**config.mk**
```make
export PLATFORM = sky130hd
export DESIGN_NAME = bcbc_stack
export DESIGN_NICKNAME = d
export VERILOG_FILES = /design/src/rtl/core/bcbc_pkg.sv /design/src/rtl/core/bcbc_ram.sv /design/src/rtl/core/bcbc_stack.sv
export SDC_FILE = /design/constraint.sdc
export NUM_CORES = 1
export LEC_CHECK = 0
export BUFFER_PORTS_ARGS = -buffer_cell sky130_fd_sc_hd__buf_2
export CORE_UTILIZATION = 55
export DETAILED_ROUTE_END_ITERATION = 6
export PLACE_DENSITY = 0.71
export REMOVE_ABC_BUFFERS = 1
export SYNTH_ARGS = -nofsm -noshare
export SYNTH_HDL_FRONTEND = slang
export SYNTH_SLANG_ARGS = --single-unit
```
**constraint.sdc**
```tcl
create_clock -name clk -period 4.9 [get_ports clk]
set_clock_uncertainty 0.2 [all_clocks]
set_input_delay 0.245 -clock clk [delete_from_list [all_inputs] [get_ports clk]]
set_output_delay 0.245 -clock clk [all_outputs]
set_load 0.1 [all_outputs]
```
**src/rtl/core/bcbc_pkg.sv**
```systemverilog
// ----------------------------------------------------------------------------
// bcbc_pkg: shared types and constants for the bracket/comment checker
// Character codes, kind and status encodings, stack command structs.
// ----------------------------------------------------------------------------
`timescale 1ns / 1ps

package bcbc_pkg;

	localparam int STACK_DEPTH = 64;
	localparam int SP_W        = $clog2(STACK_DEPTH + 1);
	localparam int ADDR_W      = $clog2(STACK_DEPTH);

	localparam logic [7:0] CHAR_LPAREN  = 8'h28;
	localparam logic [7:0] CHAR_RPAREN  = 8'h29;
	localparam logic [7:0] CHAR_LSQUARE = 8'h5B;
	localparam logic [7:0] CHAR_RSQUARE = 8'h5D;
	localparam logic [7:0] CHAR_LCURLY  = 8'h7B;
	localparam logic [7:0] CHAR_RCURLY  = 8'h7D;
	localparam logic [7:0] CHAR_SLASH   = 8'h2F;
	localparam logic [7:0] CHAR_STAR    = 8'h2A;
	localparam logic [7:0] END_MARKER_RST = 8'h23;

	typedef logic [1:0] kind_t;
	localparam kind_t KIND_PAREN   = 2'd0;
	localparam kind_t KIND_SQUARE  = 2'd1;
	localparam kind_t KIND_CURLY   = 2'd2;
	localparam kind_t KIND_COMMENT = 2'd3;

	typedef logic [1:0] pend_t;
	localparam pend_t PEND_NONE  = 2'd0;
	localparam pend_t PEND_SLASH = 2'd1;
	localparam pend_t PEND_STAR  = 2'd2;

	typedef logic [2:0] status_t;
	localparam status_t ST_OK         = 3'd0;
	localparam status_t ST_UNEXPECTED = 3'd1;
	localparam status_t ST_MISMATCH   = 3'd2;
	localparam status_t ST_UNCLOSED   = 3'd3;
	localparam status_t ST_OVERFLOW   = 3'd4;

	typedef logic [1:0] stack_op_t;
	localparam stack_op_t OP_NOP   = 2'd0;
	localparam stack_op_t OP_PUSH  = 2'd1;
	localparam stack_op_t OP_POP   = 2'd2;
	localparam stack_op_t OP_CLEAR = 2'd3;

	typedef struct packed {
		stack_op_t op;
		kind_t     kind;
	} stack_cmd_t;

	typedef struct packed {
		logic [SP_W-1:0] depth;
		kind_t           top_kind;
	} stack_stat_t;

endpackage

```
**src/rtl/core/bcbc_ram.sv**
```systemverilog
// ----------------------------------------------------------------------------
// bcbc_ram: generic single-write, single-read RAM
// One write port, one read port with registered read data.
// ----------------------------------------------------------------------------
`timescale 1ns / 1ps

module bcbc_ram #(
	parameter int WIDTH = 2,
	parameter int DEPTH = 64
) (
	input  logic                     clk,
	input  logic                     we,
	input  logic [$clog2(DEPTH)-1:0] waddr,
	input  logic [WIDTH-1:0]         wdata,
	input  logic [$clog2(DEPTH)-1:0] raddr,
	output logic [WIDTH-1:0]         rdata
);

	logic [WIDTH-1:0] mem [DEPTH];
	logic [WIDTH-1:0] rdata_q;

	always_ff @(posedge clk) begin
		if (we) begin
			mem[waddr] <= wdata;
		end
		rdata_q <= mem[raddr];
	end

	assign rdata = rdata_q;

endmodule

```
**src/rtl/core/bcbc_stack.sv**
```systemverilog
// ----------------------------------------------------------------------------
// bcbc_stack: open-kind stack with top-of-stack register
// Top entry lives in a flop; entries below it live in RAM. The entry just
// below the top is prefetched every cycle so a pop finds it ready.
// ----------------------------------------------------------------------------
`timescale 1ns / 1ps

module bcbc_stack (
	input  logic                 clk,
	input  logic                 arst_n,
	input  bcbc_pkg::stack_cmd_t cmd,
	output bcbc_pkg::stack_stat_t stat
);
	import bcbc_pkg::*;

	logic [SP_W-1:0]   sp_q, sp_d;
	kind_t             tos_q, tos_d;
	logic              byp_sel_q, byp_sel_d;
	kind_t             byp_q;
	kind_t             below;
	kind_t             ram_rdata;
	logic              ram_we;
	logic [ADDR_W-1:0] ram_waddr, ram_raddr;
	logic [SP_W-1:0]   sp_wr, sp_rd;

	// entry under the top: fresh push bypasses the RAM write in flight
	assign below = byp_sel_q ? byp_q : ram_rdata;

	always_comb begin
		sp_d      = sp_q;
		tos_d     = tos_q;
		byp_sel_d = byp_sel_q;
		ram_we    = 1'b0;
		unique case (cmd.op)
			OP_PUSH: begin
				sp_d      = sp_q + SP_W'(1);
				tos_d     = cmd.kind;
				byp_sel_d = 1'b1;
				ram_we    = (sp_q != '0);
			end
			OP_POP: begin
				sp_d      = sp_q - SP_W'(1);
				tos_d     = below;
				byp_sel_d = 1'b0;
			end
			OP_CLEAR: begin
				sp_d      = '0;
				byp_sel_d = 1'b0;
			end
			default: ;
		endcase
	end

	assign sp_wr     = sp_q - SP_W'(1);
	assign sp_rd     = sp_d - SP_W'(2);
	assign ram_waddr = sp_wr[ADDR_W-1:0];
	assign ram_raddr = sp_rd[ADDR_W-1:0];

	always_ff @(posedge clk or negedge arst_n) begin
		if (!arst_n) begin
			sp_q      <= '0;
			byp_sel_q <= 1'b0;
		end else begin
			sp_q      <= sp_d;
			byp_sel_q <= byp_sel_d;
		end
	end

	always_ff @(posedge clk) begin
		tos_q <= tos_d;
		if (cmd.op == OP_PUSH) begin
			byp_q <= tos_q;
		end
	end

	bcbc_ram #(
		.WIDTH (2),
		.DEPTH (STACK_DEPTH)
	) u_ram (
		.clk   (clk),
		.we    (ram_we),
		.waddr (ram_waddr),
		.wdata (tos_q),
		.raddr (ram_raddr),
		.rdata (ram_rdata)
	);

	assign stat.depth    = sp_q;
	assign stat.top_kind = tos_q;

endmodule

```
==> flow_summary_export.csv <==
group,metric,value,unit
min_path,hold_class,"in2reg",
place,port_buffers,14,
sta,slew_viol_final,0,
worst_setup_path,max_stage_delay,0.65,ns
sta,hold_viol_final,0,
worst_setup_path,crit_family,"multiplexers",
pwr,pwr-share-seq,38.3,%
synth,yosys.area.top_type,"edfxtp_1",
global_routing,grt_use_total,24.3,%
clocking,clockBufferDepth,2,
sta,tns,0,ns
worst_setup_path,worst_path_max_delay_cell,"mux2_4",
synth,synthFlopType,"edfxtp_1",
sta,finalSetupViolCount,0,
clocking,htreeDepth,4,
clocking,cts_setup_buffers,0,
die,start_util,57.4,%
job,drv_cap,0,
pwr,cellLeakagePower,0.00240,uW
sta,fin_crit,3.62,ns
routing,avgViaCountPerCell,6.13,
clocking,clk_latency,0.42,ns
run_status,status,"complete, no violations",
sta,tightest_slew,0.656,ns
global_routing,antenna_found_initial,0,
global_routing,grt_pass1_vias,3564,
sta,relSlewSlack,56.3,%
synth,synth_edf_count,132,
synth,synth_most_common_cell,"edfxtp_1",
worst_setup_path,crit_path_start_kind,"input port",
synth,ys_seq_area_share,66.4,%
routing,dr_total_vias,3572,
routing,routed_wl,13.0,mm
worst_setup_path,r2r_cells,9,
routing,drtPass1Iterations,5,
layout,nNetsFinal,446,
clocking,clk_transition_reported_paths,0.06,ns
sta,rsz0062_at_grt,"false",
worst_setup_path,crit_path_end_kind,"flip-flop",
worst_setup_path,critical_path.cell_chain,"dlygate4sd3_1 -> buf_2 -> inv_1 -> ha_1 -> o21bai_2 -> mux2_4 -> mux4_2 -> mux4_2 -> nand3_1 -> nand4_1",
synth,synth_area,6330,sq um
worst_setup_path,cp.arrival,3.71,ns
layout,syn_to_final_growth,13.6,%
synth,synth.distinct_cells,48,
die,die_x,109,microns
routing,drtIter0Drc,289,
synth,synthCells,407,
worst_setup_path,crit_required,5.00,ns
global_routing,grt_max_degree,67,
synth,synth_commonest_cells,"edfxtp_1 (132), nor2_1 (78), mux4_2 (36)",
pwr,ir_worst_vdd,0.423,mV
worst_setup_path,critical_path_class,"in2reg",
synth,yosys-top-cells-area,"edfxtp_1 (63%), mux4_2 (13%), nor2_1 (4.6%)",
pwr,comb_power_share,25.4,%
pwr,p_per_area,527,nW/um^2
clocking,cts.sinks,142,
worst_setup_path,crit_buf_inv,3,
synth,synth_top_area_share,62.6,%
synth,avgSynthCellArea,15.5,sq um
sta,final.period_utilization,73.8,%
clocking,tritoncts.num_buffers,17,
synth,yosysWarnings,0,
clocking,cts_tree,"yes",
die,ioPinCount,15,
layout,drive_gt1_share,20.5,%
worst_setup_path,cpMostUsedCell,"mux4_2",
min_path,holdCritStartpoint,"cmd[0]",
worst_setup_path,r2r_slack,1.37,ns
die,die-area,11900,sq um
die,die_y,109,microns
pwr,p_switching,1170,uW
place,hpwl,8.07,mm
die,row_count,38,
routing,ant_nets,0,
min_path,holdPathEnd,"tos_q[0]",
worst_setup_path,r2r_end,"u_ram.rdata[0]",
pwr,netSwitchingFraction,30.9,%
routing,wl_per_cell,22.3,microns
clocking,clockRootBuffer,"clkbuf_16",
global_routing,grt_pass1_wl,19.9,mm
pwr,internal-power,2620,uW
worst_setup_path,r2r-start,"sp_q[0]",
synth,synthArstFlopShare,5.63,%
worst_setup_path,worst-path-max-fanout,33,
sta,fmax,276,MHz
place,gp_congestion,0.818,
routing,drc,0,
sta,hold_ws,0.0216,ns
layout,n_antenna_cell,0,
pwr,p_clk_share,36.3,%
die,coreArea,11000,sq um
global_routing,overflow,0,
min_path,whs_path_depth,3,
synth,synth_seq_cells,142,
==> state kept, by name, indices dropped and copies added, names as in the netlist <==
register and flops:
byp_q 2, byp_sel_q 1, sp_q 7, tos_q 2, u_ram.mem 128, u_ram.rdata 2
==> cells in the final DEF (no fill, tap or decap), drive strengths merged, types with 2 or more instances in the layout <==
cell type,n
o21ai,6
nor3b,2
a21oi,4
dfrtp,8
edfxtp,132
nor2b,2
dfxtp,2
mux4,36
o31a,2
o2111ai,2
xor2,5
and2,3
a311oi,2
bufinv,5
nor2,78
clkinv,5
xnor2,6
nor3,3
a211oi,2
clkbuf,20
mux2,6
buf,18
ha,9
nand3,16
mux2i,11
o22ai,2
dlygate4sd3,4
nand2,22
inv,14
and3,2
nand4,3
o221ai,2
==> timing repair <==
action	in CTS	in global routing
hold buffers	4	0
resized for setup	0	0
hold endpoints to repair	9	0
setup endpoints to repair	0	0
==> per-layer routing <==
metal	global-route usage [%]	part of all wire, %	vias up
li1	-	-	1604
met1	31.9	43	1832
met2	38.1	48	112
met3	6.69	5.9	24
met4	11.0	2.5	0
met5	0	0	-
==> through the flow <==
step / std cells / total power (uW) / utilization (%) / worst slack (ns) / cell area (sq um)
after global placement: 548 / 2420 / 59.1 / 1.41 / 6520
after global routing: 583 / 3930 / 65.1 / 1.07 / 7190
after CTS: 583 / 3800 / 65.1 / 1.26 / 7190
after detailed placement: 548 / 2430 / 59.1 / 1.35 / 6520
final: 583 / 3790 / 65.1 / 1.28 / 7190
after floorplan: 390 / 2190 / - / -0.481 / 6240
==> layout make-up <==
class	instances	area (sq um)
well taps	140	175
flip-flops and latches	142	4200
clock buffers	20	437
multi-input cells	235	1990
repair buffers	22	140
fillers	815	3840
clock inverters	11	190
inverters	13	48.8
==> how the worst max path moves through the flow <==
stage,endpoint,cells past startpoint,start
finish,u_ram.rdata[1],10,cmd[2]
global placement,u_ram.rdata[1],9,cmd[2]
detailed placement,u_ram.rdata[0],9,sp_q[0]
global route,u_ram.rdata[0],9,sp_q[0]
floorplan,u_ram.rdata[0],9,sp_q[0]
CTS,u_ram.rdata[0],10,cmd[2]
==> worst reg2reg max path: stages, from the launching register on <==
cell and delay [ns]:
dfrtp_1 0.60, inv_1 0.24, ha_1 0.44, mux2i_1 0.16, o21ai_2 0.15, inv_1 0.08
ha_1 0.66, mux4_2 0.57, o2111ai_1 0.19, nand4_1 0.11
==> cell families (layout without fill, tap and decap cells) <==
logic type / Yosys count / in the layout / share of synthesized area [%]
xor gates and xnor gates: 11 / 11 / 1.52
muxes: 53 / 53 / 15.7
and+or+nand+nor: 134 / 134 / 9.18
adders and majority gates: 9 / 9 / 1.78
buffers and inverters: 30 / 66 / 2.16
DFF: 142 / 142 / 66.4
AOI/OAI and AO/OA: 28 / 28 / 3.24
==> power groups by stage <==
stage               clock network [uW]  registers [uW]  logic (uW)
finish                            1380            1450         961
global route                      1430            1460        1040
CTS                               1380            1450         961
detailed placement                   0            1480         953
global placement                     0            1470         948
floorplan                            0            1600         593
(Power assumes the default switching activity.)
